<file path="config.mk">
export PLATFORM = sky130hd
export DESIGN_NAME = tfn_root_step
export DESIGN_NICKNAME = d
export VERILOG_FILES = /design/src/rtl/tfn_pkg.sv /design/src/rtl/tfn_root_step.sv
export SDC_FILE = /design/constraint.sdc
export NUM_CORES = 1
export LEC_CHECK = 0
export BUFFER_PORTS_ARGS = -buffer_cell sky130_fd_sc_hd__clkbuf_2
export CORE_AREA = 8 8 388 390
export DETAILED_ROUTE_END_ITERATION = 10
export DIE_AREA = 0 0 396 398
export SETUP_SLACK_MARGIN = 0.1
export SYNTH_ARGS = -nofsm -noshare
export SYNTH_HDL_FRONTEND = slang
export SYNTH_SLANG_ARGS = --single-unit
</file>
<file path="constraint.sdc">
create_clock -name clk -period 14.1 [get_ports clk]
set_clock_uncertainty 0.1 [all_clocks]
set_input_delay 1.41 -clock clk [delete_from_list [all_inputs] [get_ports clk]]
set_output_delay 1.41 -clock clk [all_outputs]
set_load 0.02 [all_outputs]
</file>
<file path="src/rtl/tfn_pkg.sv">
`timescale 1ns / 1ps
// ----------------------------------------------------------------------------
// tfn_pkg
// Shared constants and types for the triangle face normal pipeline.
// ----------------------------------------------------------------------------
package tfn_pkg;

  // result magnitude is 0..32767: fifteen root bits
  localparam int ROOT_BITS  = 15;
  localparam int OUT_BITS   = 16;
  // 32767 = 2^15 - 1, so a multiply by it is a shift and a subtract
  localparam int SCALE_SHIFT = 15;

  // per-triangle control that rides along the root stages
  typedef struct packed {
    logic       degen;
    logic [2:0] neg;
  } step_ctl_t;

endpackage

</file>
<file path="src/rtl/tfn_root_step.sv">
`timescale 1ns / 1ps
// ----------------------------------------------------------------------------
// tfn_root_step
// One bit of the scaled square root for all three components.
// Keeps rem = T - r^2*s and p = r*s; trying bit b costs
// (p << (b+1)) + (s << 2b).
// ----------------------------------------------------------------------------
module tfn_root_step #(
  parameter int BIT = 14,
  parameter int SW  = 36,
  parameter int WW  = 70
) (
  input  logic                                  clk,
  input  logic                                  en,
  input  tfn_pkg::step_ctl_t                    ctl_i,
  input  logic [SW-1:0]                         s_i,
  input  logic [2:0][tfn_pkg::ROOT_BITS-1:0]    r_i,
  input  logic [2:0][WW-1:0]                    p_i,
  input  logic [2:0][WW-1:0]                    rem_i,
  output tfn_pkg::step_ctl_t                    ctl_o,
  output logic [SW-1:0]                         s_o,
  output logic [2:0][tfn_pkg::ROOT_BITS-1:0]    r_o,
  output logic [2:0][WW-1:0]                    p_o,
  output logic [2:0][WW-1:0]                    rem_o
);
  import tfn_pkg::*;

  logic [2:0][WW-1:0]        delta;
  logic [2:0][ROOT_BITS-1:0] r_nxt;
  logic [2:0][WW-1:0]        p_nxt;
  logic [2:0][WW-1:0]        rem_nxt;
  logic [WW-1:0]             s_wide;

  assign s_wide = WW'(s_i);

  always_comb begin
    for (int l = 0; l < 3; l++) begin
      delta[l] = (p_i[l] << (BIT + 1)) + (s_wide << (2 * BIT));
      if (rem_i[l] >= delta[l]) begin
        r_nxt[l]   = r_i[l] | (ROOT_BITS'(1) << BIT);
        p_nxt[l]   = p_i[l] + (s_wide << BIT);
        rem_nxt[l] = rem_i[l] - delta[l];
      end else begin
        r_nxt[l]   = r_i[l];
        p_nxt[l]   = p_i[l];
        rem_nxt[l] = rem_i[l];
      end
    end
  end

  always_ff @(posedge clk) begin
    if (en) begin
      ctl_o <= ctl_i;
      s_o   <= s_i;
      r_o   <= r_nxt;
      p_o   <= p_nxt;
      rem_o <= rem_nxt;
    end
  end

endmodule

</file>
* Word-level counts from Yosys, hierarchy flattened
Cells that the tools add are included.
Storage, ports and cells: register bits 505, input bits 507, output and inout bits 505, word-level logic and storage cells 33
Operators by class: $add $sub $neg 9, $lt $le $gt $ge 3, multiplexer cells 6
Operators with widths (count):
- two-way mux 70 bit | 6
- adder 70 x 50 -> 70 bit | 3
- adder 70 x 64 -> 70 bit | 3
- greater-or-equal comparator 70 bit | 3
- subtractor 70 bit | 3

* Logic depth before layout (Yosys ltp)
Gate-level depths: netlist of the first run.
depth after elaboration 3, gate-level depth with buffers 27, gate-level depth less buffers 25

* Worst setup path after synthesis of the first run
Ideal clock, no wire load.
path kind input port to flip-flop, start input port s_i[2], end register p_o[60] (netlist bit), data pin, setup time 0.258 ns, arrival 6.334 ns, data required time 13.742 ns, path slack 7.408 ns, stages 25, buffers on the path 2, cells stage by stage ha_1 o21ai_0 o21ai_0 a31oi_1 o21ai_0 o2111ai_1 a2111oi_0 o211ai_1 a21boi_0 o21ai_0 xor2_1 ha_1 clkbuf_1 nand2_1 nor4_1 nand3_1 nor4_1 nand3_1 o21ai_0 nor2_1 o41a_1 buf_2 a21oi_1 nand4_1 xnor2_1
RTL lines:
- start, declared | line tfn_root_step.sv:16 | input logic [SW-1:0] s_i,
- end signal, assigned | line tfn_root_step.sv:56 | p_o <= p_nxt;
- end, declared | line tfn_root_step.sv:23 | output logic [2:0][WW-1:0] p_o,

==> impl_metrics.tcl, run 1 <==
set metrics [dict create \
    share_of_yosys_cell_area_claimed_by_the_top_area_cell_type_pct 38.4 \
    hold_path.class "input port to flip-flop" \
    coreArea_um2 145000 \
    tightest_slew_ps 1050 \
    yosys-top-cells-count "505 x edfxtp_1, 485 x a21oi_1, 381 x ha_1" \
    grt_setup_unrepaired "no" \
    share_seq_of_total_power_pct 30.9 \
    synthCells 4172 \
    power_per_cell_area_nw_per_um2 132 \
    timing.final.ws_setup_ps 5780 \
    buffer_ports.inserted 1011 \
    report.power.total_mw 6.44 \
    cp.required_ps 14420 \
    synth_xor_area_share_pct 9.30 \
    place_ws_ps 5110 \
    number_of_nets_in_the_synthesized_netlist 5069 \
    place.gp.congestion 0.929 \
    worst_hold_margin_ps 814 \
    ctsLongestPathBuffers 3 \
    crit_path_start_kind "input port" \
    synth_mux_area_share_pct 0.878 \
    place_inst 6988 \
    die_h_um 398 \
    synth_flop_cell "edfxtp_1" \
    std_cell_rows 140 \
    finish.cell_count_without_fillers 7142 \
    period_share_pct 59.0 \
    cts.root.buffer_cell "clkbuf_16" \
    synth_seq_cells 505 \
    min_delay_path_depth 1 \
    vias_per_cell 5.16 \
    drv_cap 0 \
    synth_fa_ha_area_share_pct 12.5 \
    criticalPathCategory "input port to flip-flop" \
    postLayoutCoreUtil_pct 33.9 \
    synthSimpleGateAreaFrac_pct 14.3 \
    final.setup.tns_ps 0 \
    slew_viol_final 0 \
    drc_violations_left 0 \
    cts_inserted_buffers 70 \
    synthArstFlopShare_pct 0 \
    ant_nets 0 \
    grt_max_degree 147 \
    ys_top_cells_by_area "edfxtp_1 38%, ha_1 12%, a21oi_1 6.2%, xnor2_1 5.1%, xor2_1 4.2%" \
    synth-edff-count 505 \
    detailed_place_hpwl_um 147000 \
    min_from "r_i[34]" \
    fmax_mhz 120 \
    postCtsResizedCells 0 \
    dpl-instance-area_um2 46500 \
    cts.htree.levels 3 \
    dr_total_vias 36839 \
    globalRoute.totalOverflow 0 \
    finish.instance_area_um2 48900 \
    synth_top_area_cell "edfxtp_1" \
    post-synth-top-count-cell "edfxtp_1" \
    yosys.cell_types.count 86 \
    io_pins 1012 \
    cts_hold_buf 0 \
    vdd_drop_max_uv 90.5 \
    grt_pass1_vias 36463 \
    syn-mean-instance-area_um2 9.46 \
    clk_pin_slew_ps 60 \
    run_status "finished, final reports clean" \
    maxSlewHeadroom_pct 30.1 \
    synth-compound-area-share_pct 21.6 \
    routed_wirelength_um 180000 \
    die_area_um2 158000 \
    ys_warnings 0 \
    power_leakage_nw 21.5 \
    initial_utilization_pct 27.3 \
    cell_internal_pwr_mw 3.91 \
    hold_violations 0 \
    seq_area_frac_synth_pct 38.4 \
    power.switching_fraction_pct 39.3 \
    tritoncts "yes" \
    post_route_cells_drive_above_1_share_pct 23.4 \
    worst_hold_endpoint "r_o[34]" \
    postCtsSetupRepairBufs 0 \
    grt_usage_pct 21.5 \
    grt_first_pass_wirelength_um 253000 \
    clock_net_sink_count 505 \
    crit_fanout 94 \
    number_of_antenna_violations_at_the_first_check_in_global_routing 50 \
    cp-end-kind "flip-flop" \
    total_of_endpoints_with_negative_setup_slack_in_the_final_report 0 \
    period_needed_ps 8320 \
    synthToLayoutAreaGrowth_pct 24.0 \
    switching_power_mw 2.53 \
    cp.arrival_ps 8630 \
    avgRoutedWirePerCell_um 25.2 \
    netlist_area_um2 39500 \
    comb_power_share_pct 40.5 \
    drtIter0Drc 2488 \
    router_iterations_before_antenna_repair 8 \
    nNetsFinal 6040 \
    synth_top_family_by_area "compound AO/OA/AOI/OAI gates" \
    clock_power_share_pct 28.6 \
    die-width_um 396 \
]
==> cells by family (layout without fill, tap and decap cells) <==
family                   Yosys count  in the layout
AO/OA/AOI/OAI                   1373           1373
XOR/XNOR                         419            419
adder cells (fa/ha/maj)          390            390
buffers and inverters            274           1299
flip-flops                       505            505
multiplexers                      31             31
other                              0             28
AND/OR/NAND/NOR                 1180           1180
==> area by class of cell <==
class,instances,area [µm²]
Clock inverter,42,493
Multi-Input combinational cell,3393,23200
Timing Repair Buffer,1036,5280
Fill cell,15085,95600
Inverter,137,514
Antenna cell,28,70.1
Clock buffer,84,1830
Sequential cell,505,15200
Tap cell,1917,2400
==> cell usage in the layout (no fill, tap or decap), types with 21 or more instances in the layout <==
cell and count:
a211oi_1 34, a21oi_1 485, a21o_1 215, nor2b_1 43, nor4_1 21, nor3_1 47, buf_4 23, xor2_1 190
nand3_1 91, o21ai_0 233, inv_1 137, and4_1 22, o31ai_1 22, clkbuf_2 1010, clkbuf_16 71, nor2_1 322
ha_1 381, and3_1 40, and2_1 21, o21a_1 37, mux2_2 29, o21ai_1 79, nand2b_1 50, diode_2 28
nand2_1 366, nand4_1 87, xnor2_1 229, edfxtp_1 505, o21bai_1 42, o211ai_1 22, a31oi_1 41
==> how the worst max path moves through the flow <==
stage	slack (ps)	end	cells after the start	startpoint
4_1_cts	5830	p_o[154]	24	s_i[4]
3_5_place_dp	5110	p_o[154]	24	s_i[4]
3_3_place_gp	5220	p_o[154]	21	s_i[4]
5_1_grt	5140	p_o[23]	24	s_i[1]
2_1_floorplan	7410	p_o[60]	25	s_i[2]
6_report	5780	p_o[154]	24	s_i[4]
==> sequential cells by signal, indices dropped and copies added (netlist names) <==
register and flops:
ctl_o 4, p_o 210, r_o 45, rem_o 210, s_o 36
==> critical path, stage by stage <==
cell	delay [ps]
clkbuf_2	260
ha_1	450
o211a_1	150
o21ai_1	80
a31oi_1	380
a2111oi_0	250
buf_4	210
or4_1	510
a21oi_1	350
o21a_1	210
o2111ai_1	120
a21boi_0	300
nor2_1	90
xor2_1	150
ha_1	420
and4_1	280
a221oi_1	270
o21ai_0	160
a21oi_1	170
o21bai_1	130
a21o_4	230
a31oi_4	710
buf_4	830
mux2_2	430
==> power by group through the flow <==
stage                     combinational [mW]  sequential, mW  clock (mW)
after floorplan                         1.44            2.25           0
after global placement                  2.60            2.02           0
after detailed placement                2.60            2.02           0
after CTS                               2.62            1.99        1.90
after global routing                    2.84            2.01        1.94
final                                   2.61            1.99        1.84
==> routing by layer <==
metal / track usage, % / wire (µm)
met3: 6.67 / 14700
met1: 25.7 / 73200
met5: 0 / 143
met2: 36.9 / 86500
met4: 7.02 / 5300
No activity file was read; power rests on OpenSTA's default activity.
==> run 2: changes to the inputs <==
- ABC_AREA: unset -> 1
- CORE_AREA: 8 8 388 390 -> unset
- CORE_MARGIN: unset -> 8
- CORE_UTILIZATION: unset -> 31
- DIE_AREA: 0 0 396 398 -> unset
- clock period: 14.1 -> 8.2 ns (I/O delays scaled with it)
==> run 2 against run 1 <==
Against the previous run:
- core utilization increased by 2.9 points
- setup slack worse by 3800 ps
- clock-buffer cell count up 4
- flip-flop and latch count did not move
- non-clock buffer count increased by 9
- synthesized area is 38% higher
- synthesized cell count is 110% higher
- cell count up 73%
- total power rose by 92%
- largest power group unchanged
- highest routed layer unchanged
==> impl_metrics.tcl, run 2 <==
set metrics [dict create \
    die_area_um2 190000 \
    layout_commonest_cell "nand2_1" \
    cp-end-kind "flip-flop" \
    period_share_pct 75.4 \
    seq_area_frac_synth_pct 27.8 \
    most-common-layout-cells "3429 x nand2_1, 1802 x inv_1, 1010 x clkbuf_2, 801 x nor2_1, 505 x edfxtp_1" \
    synth-edff-count 505 \
    period_needed_ps 6180 \
    synth-compound-area-share_pct 7.27 \
    coreArea_um2 176000 \
    cp.required_ps 8550 \
    yosys-top-cells-count "3429 x nand2_1, 1802 x inv_1, 803 x nor2_1" \
    synth_xor_area_share_pct 3.77 \
    number_of_antenna_violations_at_the_first_check_in_global_routing 34 \
    power_leakage_nw 35.7 \
    io_pins 1012 \
    globalRoute.totalOverflow 0 \
    cts_hold_buf 0 \
    place.gp.congestion 1.01 \
    synth_seq_cells 505 \
    drv_cap 0 \
    grt_max_degree 140 \
    synth_mux_area_share_pct 0 \
    router_iterations_before_antenna_repair 6 \
    cts.htree.levels 3 \
    routed_wirelength_um 289000 \
    crit_fanout 57 \
    layout.filler_cells 19375 \
    avgRoutedWirePerCell_um 23.4 \
    synth_top_family_by_area "simple AND/OR/NAND/NOR gates" \
    vdd_drop_max_uv 145 \
    buffer_ports.inserted 1011 \
    post_route_cells_drive_above_1_share_pct 12.3 \
    clk_pin_slew_ps 60 \
    ctsLongestPathBuffers 3 \
    cp.arrival_ps 6530 \
    grt_setup_unrepaired "no" \
    run_status "finished, final reports clean" \
    clock_net_sink_count 505 \
    synth_flop_cell "edfxtp_1" \
    detailed_place_hpwl_um 248000 \
    total_of_endpoints_with_negative_setup_slack_in_the_final_report 0 \
    criticalPathCategory "input port to flip-flop" \
    grt_usage_pct 28.6 \
    final.setup.tns_ps 0 \
    synthCells 8889 \
    share_of_yosys_cell_area_claimed_by_the_top_area_cell_type_pct 27.8 \
    die_h_um 436 \
    grt_pass1_vias 57499 \
    hold_violations 0 \
    initial_utilization_pct 31.1 \
    synth_fa_ha_area_share_pct 9.06 \
    number_of_nets_in_the_synthesized_netlist 9786 \
    syn-mean-instance-area_um2 6.15 \
    postCtsResizedCells 0 \
    postCtsSetupRepairBufs 0 \
    report.power.total_mw 12.4 \
    synthToLayoutAreaGrowth_pct 18.2 \
    std_cell_rows 154 \
    synth_top_area_cell "edfxtp_1" \
    tightest_slew_ps 997 \
    synthArstFlopShare_pct 0 \
    slew_viol_final 0 \
    cts.root.buffer_cell "clkbuf_16" \
    timing.final.ws_setup_ps 2020 \
    post-synth-top-count-cell "nand2_1" \
    crit_path_start_kind "input port" \
    tritoncts "yes" \
    ys_warnings 0 \
    netlist_area_um2 54600 \
    ant_nets 0 \
    ys_top_cells_by_area "edfxtp_1 28%, nand2_1 24%, inv_1 12%, ha_1 8.7%, nor2_1 5.5%" \
    dr_total_vias 60983 \
    place_ws_ps 1410 \
    die-width_um 436 \
    maxSlewHeadroom_pct 33.5 \
    vias_per_cell 4.95 \
    power_per_cell_area_nw_per_um2 191 \
    multi_input_gate_area_um2 32000 \
    register_area_um2 15200 \
    grt_first_pass_wirelength_um 404000 \
    drc_violations_left 0 \
    drtIter0Drc 5161 \
    largestRegisters "p_o (210), rem_o (210), r_o (45)" \
    cts_inserted_buffers 69 \
    synthSimpleGateAreaFrac_pct 38.4 \
    yosys.cell_types.count 48 \
    hold_path.class "input port to flip-flop" \
    nNetsFinal 10806 \
    postLayoutCoreUtil_pct 36.8 \
    fmax_mhz 162 \
]
run 2: cell count changes in the layout (fill, tap and decap cells not counted), sizes merged, moves of 34 or more:
cell | previous run | this run
a211oi | 34 | 0
a21o | 216 | 13
a21oi | 486 | 324
and3 | 40 | 2
inv | 140 | 1816
nand2 | 366 | 3436
nand2b | 50 | 1
nand3 | 91 | 457
nand3b | 8 | 74
nand4 | 87 | 209
nor2 | 323 | 815
nor2b | 43 | 0
xnor2 | 229 | 65
run 2: cell families (layout without fill, tap and decap cells):
kind of cell	Yosys count	after routing
and+or+nand+nor	5110	5110
buffers and inverters	1906	2974
AOI/OAI and AO/OA	743	743
DFF	505	505
adders and majority gates	390	390
xor gates and xnor gates	235	235
other	0	24
run 2: worst max-delay path: stages:
cell	delay (ps)
clkbuf_2	290
ha_1	400
fa_1	540
nand3_1	140
nand3_1	230
nand2_1	130
nand2_1	130
nand4_1	130
nand3b_1	220
nand2_1	210
nand2_1	70
nand2_1	60
nand2_1	90
ha_1	400
nand2_1	130
nor2_1	470
nand3_1	130
nor2_1	460
nand3_1	140
nor2_1	170
nor2_2	80
nand3_4	290
buf_4	570
o21ai_0	160
run 2: worst paths after layout:
| path | from | end | slack (ps) | depth (start not counted) |
|---|---|---|---|---|
| worst max-delay path | s_i[0] | rem_o[96] | 2020 | 24 |
| worst min-delay path | r_i[34] | r_o[34] | 180 | 1 |
run 2: power breakdown:
| part | total (mW) | switching (mW) | internal, mW |
|---|---|---|---|
| Combinational | 5.80 | 4.18 | 1.63 |
| Clock | 3.11 | 1.32 | 1.78 |
| Sequential | 3.45 | 0.154 | 3.29 |
run 2: per-layer routing:
metal  GRT usage [%]  share of wire, %  wire length [µm]  vias up
li1                -                 -                 -    29841
met1            35.9                42            120000    28386
met2            48.4                47            135000     2328
met3            4.08               6.0             17400      422
met4            13.5               5.3             15400        6
met5               0             0.014                39        -
run 2: cell type report:
cell class                      instances  area share (%)
Antenna cell                           24          0.0930
Clock buffer                           88            2.85
Clock inverter                         31           0.562
Inverter                             1810            10.5
Multi-Input combinational cell       6478            49.5
Sequential cell                       505            23.5
Tap cell                             2340            4.53
Timing Repair Buffer                 1045            8.40
run 2: per-stage QoR:
step                hold slack, ps  cells  cell area, µm²
floorplan                      819   8889           54600
global placement               899  12178           62300
detailed placement             899  12178           62300
CTS                            108  12297           64500
global route                   138  12317           64600
finish                         178  12321           64600
